<file path="config.mk">
export PLATFORM = sky130hd
export DESIGN_NAME = pdf_ctrl
export DESIGN_NICKNAME = d
export VERILOG_FILES = /design/src/hdl/pdf_pkg.sv /design/src/hdl/pdf_ctrl.sv
export SDC_FILE = /design/constraint.sdc
export NUM_CORES = 1
export LEC_CHECK = 0
export ABC_AREA = 1
export ABC_CLOCK_PERIOD_IN_PS = 1200
export BUFFER_PORTS_ARGS = -buffer_cell sky130_fd_sc_hd__buf_2
export CAP_MARGIN = 5
export CORE_AREA = 2 2 39 41
export DETAILED_ROUTE_END_ITERATION = 7
export DIE_AREA = 0 0 41 43
export GPL_TIMING_DRIVEN = 0
export PLACE_DENSITY_LB_ADDON = 0.2
export SKIP_LAST_GASP = 1
export SYNTH_ARGS = -nofsm -noshare
export SYNTH_HDL_FRONTEND = slang
export SYNTH_SLANG_ARGS = --single-unit
</file>
<file path="constraint.sdc">
create_clock -name clk -period 1.2 [get_ports clk]
set_clock_uncertainty 0.05 [all_clocks]
set_input_delay 0.24 -clock clk [delete_from_list [all_inputs] [get_ports clk]]
set_output_delay 0.24 -clock clk [all_outputs]
set_load 0.1 [all_outputs]
</file>
<file path="src/hdl/pdf_pkg.sv">
// Shared types, codes and defaults for the packet duplicate filter.
package pdf_pkg;

	localparam int ENTRIES_DEF    = 128;
	localparam int HASH_BYTES_DEF = 8;

	typedef enum logic [1:0] {
		FUNC_LOOKUP = 2'd0,
		FUNC_INSERT = 2'd1,
		FUNC_REMOVE = 2'd2,
		FUNC_RESET  = 2'd3
	} func_t;

	typedef struct packed {
		func_t       func;
		logic [63:0] packet_hash;
		logic        is_direct;
	} req_t;

	typedef struct packed {
		logic        seen;
		logic [31:0] direct_dup_count;
		logic [31:0] flood_dup_count;
	} result_t;

	typedef enum logic [1:0] {
		ST_CLEAR = 2'd0,
		ST_IDLE  = 2'd1,
		ST_EXEC  = 2'd2,
		ST_SCAN  = 2'd3
	} state_t;

	typedef struct packed {
		logic clear;
		logic load;
		logic scan_rd;
		logic finish;
	} cmd_t;

	typedef struct packed {
		func_t func;
		logic  hit;
		logic  scan_end;
		logic  clear_end;
	} status_t;

endpackage

</file>
<file path="src/hdl/pdf_ctrl.sv">
// Controller state machine for the packet duplicate filter.
module pdf_ctrl (
	input  logic              clk,
	input  logic              arst_n,
	input  logic              start,
	input  pdf_pkg::status_t  status,
	output pdf_pkg::cmd_t     cmd,
	output logic              busy
);

	pdf_pkg::state_t state_q;
	pdf_pkg::state_t state_n;

	always_ff @(posedge clk or negedge arst_n) begin
		if (!arst_n) begin
			state_q <= pdf_pkg::ST_CLEAR;
		end else begin
			state_q <= state_n;
		end
	end

	always_comb begin
		state_n = state_q;
		cmd     = '0;
		busy    = 1'b1;
		case (state_q)
			pdf_pkg::ST_CLEAR: begin
				cmd.clear = 1'b1;
				if (status.clear_end) begin
					state_n = pdf_pkg::ST_IDLE;
				end
			end
			pdf_pkg::ST_IDLE: begin
				busy = 1'b0;
				if (start) begin
					cmd.load = 1'b1;
					state_n  = pdf_pkg::ST_EXEC;
				end
			end
			pdf_pkg::ST_EXEC: begin
				if (status.func inside {pdf_pkg::FUNC_LOOKUP, pdf_pkg::FUNC_REMOVE}) begin
					cmd.scan_rd = 1'b1;
					state_n     = pdf_pkg::ST_SCAN;
				end else begin
					cmd.finish = 1'b1;
					state_n    = pdf_pkg::ST_IDLE;
				end
			end
			pdf_pkg::ST_SCAN: begin
				if (status.hit || status.scan_end) begin
					cmd.finish = 1'b1;
					state_n    = pdf_pkg::ST_IDLE;
				end else begin
					cmd.scan_rd = 1'b1;
				end
			end
			default: begin
				state_n = pdf_pkg::ST_CLEAR;
			end
		endcase
	end

endmodule

</file>
# After elaboration in Yosys (flattened, before gate mapping)
# Cells that the tools add are included.
dict set report totals {
  reg_bits 2
  latch_bits 0
  ram_bits 0
  romBits 0
  in_bits 8
  output_inout_bits 5
  elab_cells 27
  n_memories 0
}
dict set report op_classes {
  addsub 0
  n_mul 0
  n_div 0
  n_lt_le_gt_ge 0
  n_eq_ne 7
  shift 0
  mux 14
  bitwise_logic 0
  reduce_logical 5
}
# operator count
set op_table {}
lappend op_table {{1-bit two-way mux} 8}
lappend op_table {{2-bit two-way mux} 4}
lappend op_table {{2-bit case mux with 4 select lines} 1}
lappend op_table {{2-bit equality test (second input constant)} 3}
lappend op_table {{2-bit != test (second input constant)} 3}
lappend op_table {{2-bit zero test} 2}
lappend op_table {{2-bit case mux with 2 select lines} 1}
lappend op_table {{3-bit AND reduction} 1}
lappend op_table {{2-bit by 1-bit equality test with 1-bit output (second input constant)} 1}
lappend op_table {{2-bit nonzero test} 1}
lappend op_table {{1-bit logical OR} 1}

# Logic depth before layout (Yosys ltp)
# Gate-level depths: netlist of the first run.
dict set report depth {
  ltp_word 4
  depth_mapped 7
  ltp_nobuf 7
}

# Least setup slack after synthesis of the first run
# OpenSTA, ideal clock, no wires.
dict set report synth_timing {
  path_type {reg-to-output}
  start {register state_q[0]}
  end {output cmd[0] (netlist name)}
  arrival_time_ps 2716
  t_required_ps 910
  slack_ps -1806
  path_stages_with_launch 4
  path_buffers 0
  cell_sequence {dfrtp_1 ha_1 inv_1 o21ai_0}
}
# element line_no
set synth_rtl {}
lappend synth_rtl {{start: declaration} pdf_ctrl.sv:11} ;# pdf_pkg::state_t state_q;
lappend synth_rtl {{start signal: assignment} pdf_ctrl.sv:16} ;# state_q <= pdf_pkg::ST_CLEAR;
lappend synth_rtl {{start signal: assignment} pdf_ctrl.sv:18} ;# state_q <= state_n;
lappend synth_rtl {{end: declaration} pdf_ctrl.sv:7} ;# output pdf_pkg::cmd_t cmd,

==> results of run 1 <==
[cells in the final DEF (no fill, tap or decap), types with 2 or more instances in the layout]
master / count
buf_4: 2
ha_4: 3
buf_2: 6
inv_2: 3
nand2_1: 6
clkbuf_4: 3
buf_12: 5
inv_1: 5
nand2_2: 4
nand2_4: 3
nor2_2: 2
buf_6: 3
[cell type report]
class                      instances  area [um^2]  share of cell area
clock buffer                       3         22.5              0.0390
timing repair buffer              17          189               0.327
tap                               16         20.0              0.0346
multi-input combinational         25          251               0.435
inverter                          10         43.8              0.0758
sequential                         2         51.3              0.0887
[through the flow]
stage	TNS, ns	setup slack (ns)
floorplan	-0.706	-0.242
global placement	-1.81	-0.422
detailed placement	-1.78	-0.420
CTS	-1.69	-0.354
global route	-2.24	-0.394
finish	-1.85	-0.348
[final timing paths]
path,end,from,cells past startpoint,slack [ns]
worst min register to register,state_q[1],state_q[1],2,0.51
worst max register to register,state_q[1],state_q[0],9,-0.21
max in group asynchronous,state_q[1],arst_n,2,0.71
worst min-delay path,state_q[0],arst_n,2,0.28
min in group clk,state_q[0],status[0],5,0.37
worst max-delay path,cmd[2],state_q[0],5,-0.35
[what timing repair did]
action,CTS,global route
endpoints found under the setup margin,7,7
hold buffers,1,0
resized for setup,28,7
pin swaps,2,5
buffers inserted,4,1
endpoints found under the hold margin,2,0
[critical path, stage by stage (launching register included)]
cell	delay, ns
dfrtp_1	0.41
buf_6	0.14
ha_4	0.17
nand2_4	0.06
clkinvlp_4	0.08
buf_12	0.17
[per-layer routing]
metal	vias to the layer above	routed length, um	global-route usage	share of wire
met1	114	239	0.100	0.39
met5	-	0	0	0
li1	147	-	-	-
met2	6	355	0.134	0.58
met4	0	0	0.100	0
met3	0	17	0.0314	0.028
[cell families (layout without fill, tap and decap cells)]
family	Yosys count	after routing	share of synthesized area
AND/OR/NAND/NOR	19	19	0.369
buffers and inverters	10	30	0.154
adder cells (fa/ha/maj)	4	4	0.205
AO/OA/AOI/OAI	2	2	0.0666
flip-flops	2	2	0.205
==> impl_metrics.tcl, run 1 <==
set metrics [dict create \
    fin_area_um2 578 \
    synthesis.nets 49 \
    largest_reg_flops 2 \
    max_freq_mhz 646 \
    ys_async_sr_fraction 1.00 \
    setup_viol_count_final 7 \
    max_slew_margin 0.877 \
    ys_types 12 \
    dpl.hpwl_um 415 \
    timing.final.hold_violations 0 \
    synth_most_common_cell "nand2_1" \
    min_path_type "input pin to asynchronous set/reset pin" \
    syn_to_final_growth_pct 137 \
    synth_ff_type "dfrtp_1" \
    crit_fanout 3 \
    fin_crit_ns 1.55 \
    layout.nets 71 \
    synth_top_cell_area_share 0.205 \
    synthTopCellsByArea "dfrtp_1 (21%), ha_1 (21%), nand2_1 (17%)" \
    postRouteAntennaNets 0 \
    cts_tree "done" \
    viasPerCell 3.66 \
    worstSetupPathType "flop to output port" \
    worstSkewPairLatency_ns 0.22 \
    synth_commonest_cells "nand2_1 (11), inv_1 (9), ha_1 (4), nand2_2 (3)" \
    synth-edff-count 0 \
    rsz0062_at_grt "yes" \
    ys_seq_area_frac 0.205 \
    netlist_area_um2 244 \
    worst_ep_required_time_ns 0.91 \
    status "finished, violations left" \
    worst_slew_pin_slew_ns 0.184 \
    grt.overflow.total 0 \
    cts.clk_slew.worst_paths_ns 0.03 \
    first_pass_iters 4 \
    final_core_util 0.418 \
    syn-instance-count 37 \
    top_register "state_q" \
    critPathCaptureType "output port" \
    synth_seq_cells 2 \
    cts_root_buf "clkbuf_4" \
    cts_inserted_buffers 3 \
    place_area_um2 375 \
    via_count 267 \
    fin_cells 73 \
    grt_use_total 0.0955 \
    synth_largest_area_cell "dfrtp_1" \
    die_w_um 41 \
    fin_ws_ns -0.348 \
    avgRoutedWirePerCell_um 8.38 \
    antenna_found_initial 0 \
    gp_congestion 0.689 \
    place_inst 64 \
    die_h_um 43 \
    top_regs "state_q (2)" \
    drv_slew 0 \
    num_io_pins 13 \
    cp-start-kind "flop" \
    min_period_over_period 1.29 \
    num_antenna_cells 0 \
    remaining_drc_errors 0 \
    placementRows 14 \
    layout-drive-gt1-share 0.737 \
    first_global_vias 286 \
    clock_sinks 2 \
    drt_iter0_drc 1 \
    coreArea_um2 1380 \
    initial_utilization 0.176 \
    whs_ns 0.284 \
    grt_pass1_wl_mm 1.06 \
    portBuffers 11 \
    dieArea_um2 1760 \
    htree_levels 1 \
    syn-mean-instance-area_um2 6.59 \
    drt_wl_total_um 612 \
    yosysWarnings 0 \
    maxCapViolations 0 \
    failed_checks "negative setup slack" \
    grt_max_degree 5 \
    cts_buffer_depth 2 \
    critPathArrivalTime_ns 1.26 \
    fill_cells 149 \
]
Power of run 1 is left out: the tool's default activity adds up to more than one toggle a clock period on the data nets, which glitch-free logic cannot reach.
==> inputs of run 2 (changes only) <==
==> constraint.sdc (replaced) <==
create_clock -name clk -period 1.2 [get_ports clk]
set_clock_uncertainty 0.05 [all_clocks]
set_input_delay 0.36 -clock clk [delete_from_list [all_inputs] [get_ports clk]]
set_output_delay 0.36 -clock clk [all_outputs]
set_load 0.1 [all_outputs]
==> run 2 against run 1 <==
Net effect: the flow still finishes with violations (negative setup slack); via count decreased by 1.5%; worst setup slack got worse by 0.11 ns; die area unchanged; first-iteration DRC count increased to 3.0 times the previous value; hold slack improved by 0.11 ns; global-route usage decreased by 1.2 points; utilization decreased by 5.0 points; flip-flop and latch count unchanged; non-clock buffer count decreased by 4; routed wire length decreased by 13%; cell area decreased by 12%; fmax decreased by 6.4%; largest cell class unchanged; highest routed layer unchanged.
==> impl_metrics.tcl, run 2 (same netlist as run 1, synthesis figures left out) <==
set metrics [dict create \
    status "finished, violations left" \
    failed_checks "negative setup slack" \
    rsz0062_at_grt "yes" \
    cts_tree "done" \
    first_global_vias 268 \
    grt_pass1_wl_um 979 \
    cts_root_buf "clkbuf_4" \
    cp_slowest_cell "dfrtp_2" \
    gp_congestion 0.646 \
    die_h_um 43 \
    portBuffers 11 \
    layout_common_cells "nand2_1 (7), inv_1 (6), buf_2 (6)" \
    setup_viol_count_final 6 \
    fin_area_um2 509 \
    postRouteAntennaNets 0 \
    r2r-start "state_q[1]" \
    num_antenna_cells 0 \
    grt_use_total 0.0833 \
    worst_slew_pin_slew_ns 0.182 \
    cts.clk_slew.worst_paths_ns 0.03 \
    placementRows 14 \
    top_register "state_q" \
    layout_commonest_cell "nand2_1" \
    maxCapViolations 0 \
    crit_family "flip-flops" \
    cp-start-kind "flop" \
    crit_chain "ha_2, nand2_2, nand2_8, buf_12" \
    grt_max_degree 5 \
    drv_slew 0 \
    syn_to_final_growth_pct 109 \
    grt.overflow.total 0 \
    coreArea_um2 1380 \
    initial_utilization 0.176 \
    drt_iter0_drc 3 \
    place_inst 64 \
    drt_wl_total_um 530 \
    largest_reg_flops 2 \
    worstSkewPairLatency_ns 0.22 \
    fin_cells 69 \
    num_io_pins 13 \
    fin_ws_ns -0.454 \
    remaining_drc_errors 0 \
    fill_cells 148 \
    r2r_cells 7 \
    htree_levels 1 \
    cts_inserted_buffers 3 \
    worstSetupPathType "flop to output port" \
    avgRoutedWirePerCell_um 7.68 \
    first_pass_iters 2 \
    max_freq_mhz 605 \
    timing.rr.end "state_q[1]" \
    top_regs "state_q (2)" \
    critPathCaptureType "output port" \
    die_w_um 41 \
    final-seq-area_um2 51.3 \
    cts_buffer_depth 2 \
    rrSetupSlack_ns -0.01 \
    min_path_type "input pin to asynchronous set/reset pin" \
    min_period_over_period 1.38 \
    dpl.hpwl_um 413 \
    max_slew_margin 0.878 \
    layout-drive-gt1-share 0.660 \
    critPathArrivalTime_ns 1.24 \
    viasPerCell 3.81 \
    worst_ep_required_time_ns 0.79 \
    clock_sinks 2 \
    timing.final.hold_violations 0 \
    via_count 263 \
    path_buf_inv 1 \
    fin_crit_ns 1.65 \
    layout.nets 67 \
    dieArea_um2 1760 \
    crit_fanout 4 \
    multi_input_area_um2 226 \
    place_area_um2 360 \
    antenna_found_initial 0 \
    slowest_delay_ns 0.44 \
]
## run 2: how the worst max path moves through the flow
stage | start | to | slack, ns | cells after the start
4_1_cts | state_q[0] | cmd[1] | -0.47 | 4
3_3_place_gp | status[1] | cmd[1] | -0.52 | 5
2_1_floorplan | state_q[1] | cmd[0] | -0.36 | 3
6_report | state_q[0] | cmd[1] | -0.45 | 4
3_5_place_dp | status[1] | cmd[1] | -0.52 | 5
5_1_grt | state_q[1] | cmd[0] | -0.50 | 5
## run 2: final cells by class
| cell class | count | share of cell area |
|---|---|---|
| flip-flops and latches | 2 | 0.101 |
| clock buffers | 3 | 0.0442 |
| inverters | 10 | 0.0811 |
| repair buffers | 13 | 0.290 |
| well taps | 16 | 0.0393 |
| multi-input cells | 25 | 0.445 |
## run 2: what timing repair did
item / 4_1_cts / 5_1_grt
hold endpoints to repair: 2 / 0
pin swaps: 2 / 1
endpoints found under the setup margin: 6 / 7
hold buffers: 1 / 0
setup buffers: 1 / 0
resized for setup: 26 / 2
## run 2: routing by layer
layer | wire length [um] | global-route usage | up-vias
li1 | - | - | 143
met1 | 219 | 0.0804 | 112
met2 | 285 | 0.144 | 8
met3 | 25 | 0.0157 | 0
met4 | 0 | 0.0600 | 0
met5 | 0 | 0 | -
## run 2: worst register-to-register path, cell delays in order (launching register included)
cell and delay (ns):
dfrtp_1 0.40, inv_1 0.13, ha_2 0.23, nand2_2 0.09, nand2_1 0.07, nor2_1 0.04, nand2_1 0.06, nand2_1 0.05
## run 2: stage by stage
stage | setup slack [ns] | utilization | TNS, ns | hold WS, ns
finish | -0.454 | 0.368 | -2.07 | 0.397
global route | -0.505 | 0.368 | -2.49 | 0.406
CTS | -0.471 | 0.360 | -2.18 | 0.388
detailed placement | -0.524 | 0.260 | -2.24 | 0.0966
global placement | -0.524 | 0.260 | -2.23 | 0.0965
floorplan | -0.358 | - | -1.82 | 0.0144
Power of run 2 is left out for the same reason.
==> inputs of run 3 (changes only) <==
==> constraint.sdc (replaced) <==
create_clock -name clk -period 1.2 [get_ports clk]
set_clock_uncertainty 0.05 [all_clocks]
set_input_delay 0 -clock clk [delete_from_list [all_inputs] [get_ports clk]]
set_output_delay 0 -clock clk [all_outputs]
set_load 0.1 [all_outputs]
==> run 3 against run 2 <==
Net effect: the flow still finishes with violations (negative setup slack); utilization up 4.4 points; via count up 3.0%; count of clock-buffer cells in the layout unchanged; critical path depth up 1; hold slack worse by 0.35 ns; fmax up 27%.
==> impl_metrics.tcl, run 3 (same netlist as run 1, synthesis figures left out) <==
set metrics [dict create \
    num_io_pins 13 \
    top_regs "state_q (2)" \
    die_w_um 41 \
    die_h_um 43 \
    remaining_drc_errors 0 \
    worst_slew_pin_slew_ns 0.183 \
    max_freq_mhz 770 \
    cp-start-kind "flop" \
    cts_inserted_buffers 3 \
    layout_common_cells "nand2_1 (6), buf_2 (6), inv_1 (5), nand2_4 (5), buf_12 (5)" \
    crit_family "flip-flops" \
    gp_congestion 0.685 \
    cts_buffer_depth 2 \
    clock_sinks 2 \
    grt_max_degree 5 \
    path_depth 5 \
    failed_checks "negative setup slack" \
    via_count 271 \
    cp_slowest_cell "dfrtp_2" \
    dieArea_um2 1760 \
    drt_iter0_drc 2 \
    syn_to_final_growth_pct 134 \
    min_path_type "input pin to asynchronous set/reset pin" \
    dpl.hpwl_um 426 \
    htree_levels 1 \
    layout.nets 69 \
    status "finished, violations left" \
    viasPerCell 3.82 \
    num_antenna_cells 0 \
    crit_chain "inv_4, ha_4, nand2_4, clkinvlp_4, buf_12" \
    crit_fanout 4 \
    portBuffers 11 \
    rsz0062_at_grt "yes" \
    cts_root_buf "clkbuf_4" \
    fin_crit_ns 1.30 \
    top_register "state_q" \
    first_global_vias 262 \
    grt_pass1_wl_um 993 \
    r2r_cells 6 \
    coreArea_um2 1380 \
    worstSetupPathType "flop to output port" \
    max_slew_margin 0.878 \
    antenna_found_initial 0 \
    min_period_over_period 1.08 \
    placementRows 14 \
    initial_utilization 0.176 \
    critPathCaptureType "output port" \
    fin_ws_ns -0.0981 \
    grt_use_total 0.0884 \
    drv_slew 0 \
    critPathArrivalTime_ns 1.25 \
    cts_tree "done" \
    worst_ep_required_time_ns 1.15 \
    slowest_delay_ns 0.46 \
    drt_wl_total_um 589 \
    largest_reg_flops 2 \
    first_pass_iters 3 \
    grt.overflow.total 0 \
    layout-drive-gt1-share 0.727 \
    path_buf_inv 3 \
    worstSkewPairLatency_ns 0.22 \
    maxCapViolations 0 \
    whs_ns 0.0455 \
    timing.final.hold_violations 0 \
    setup_viol_count_final 7 \
    avgRoutedWirePerCell_um 8.30 \
    cts.clk_slew.worst_paths_ns 0.03 \
    postRouteAntennaNets 0 \
]
run 3: through the flow:
step           TNS, ns  utilization  setup WS, ns  cells  area, um^2
2_1_floorplan  -0.0954            -       -0.0404     37         287
3_3_place_gp    -0.468        0.261        -0.182     64         362
3_5_place_dp    -0.431        0.261        -0.187     64         362
4_1_cts         -0.479        0.381        -0.111     69         527
5_1_grt         -0.783        0.412        -0.133     71         571
6_report        -0.467        0.412       -0.0981     71         571
run 3: path summary, 6_finish.rpt:
path,end,slack [ns],from
worst min register to register,state_q[1],0.56,state_q[1]
max in group asynchronous,state_q[1],0.94,arst_n
worst max register to register,state_q[1],-0.08,state_q[0]
min in group clk,state_q[0],0.15,status[0]
worst min-delay path,state_q[0],0.05,arst_n
worst max-delay path,cmd[2],-0.1,state_q[1]
run 3: worst register-to-register path: stages, from the launching register on:
cell and delay (ns):
dfrtp_2 0.45, inv_4 0.05, buf_4 0.14, ha_4 0.22, a21boi_2 0.14, nand2_1 0.06, nand2_1 0.05
run 3: routing by layer:
layer | vias to the layer above | part of all wire | GRT usage
met1 | 123 | 0.39 | 0.0935
li1 | 143 | - | -
met4 | 0 | 0 | 0.0800
met5 | - | 0 | 0
met2 | 5 | 0.57 | 0.128
met3 | 0 | 0.034 | 0.0314
run 3: cell type report:
type | instances | area, um^2
repair buffers | 15 | 166
fillers | 146 | 813
flip-flops and latches | 2 | 52.6
clock buffers | 3 | 22.5
well taps | 16 | 20.0
multi-input cells | 25 | 255
inverters | 10 | 53.8
run 3: repair_timing:
item / CTS / global route
endpoints found under the setup margin: 6 / 7
hold buffers: 1 / 0
pin swaps: 2 / 7
buffers inserted: 1 / 2
hold endpoints to repair: 2 / 0
resized for setup: 32 / 9
Power of run 3 is left out for the same reason.
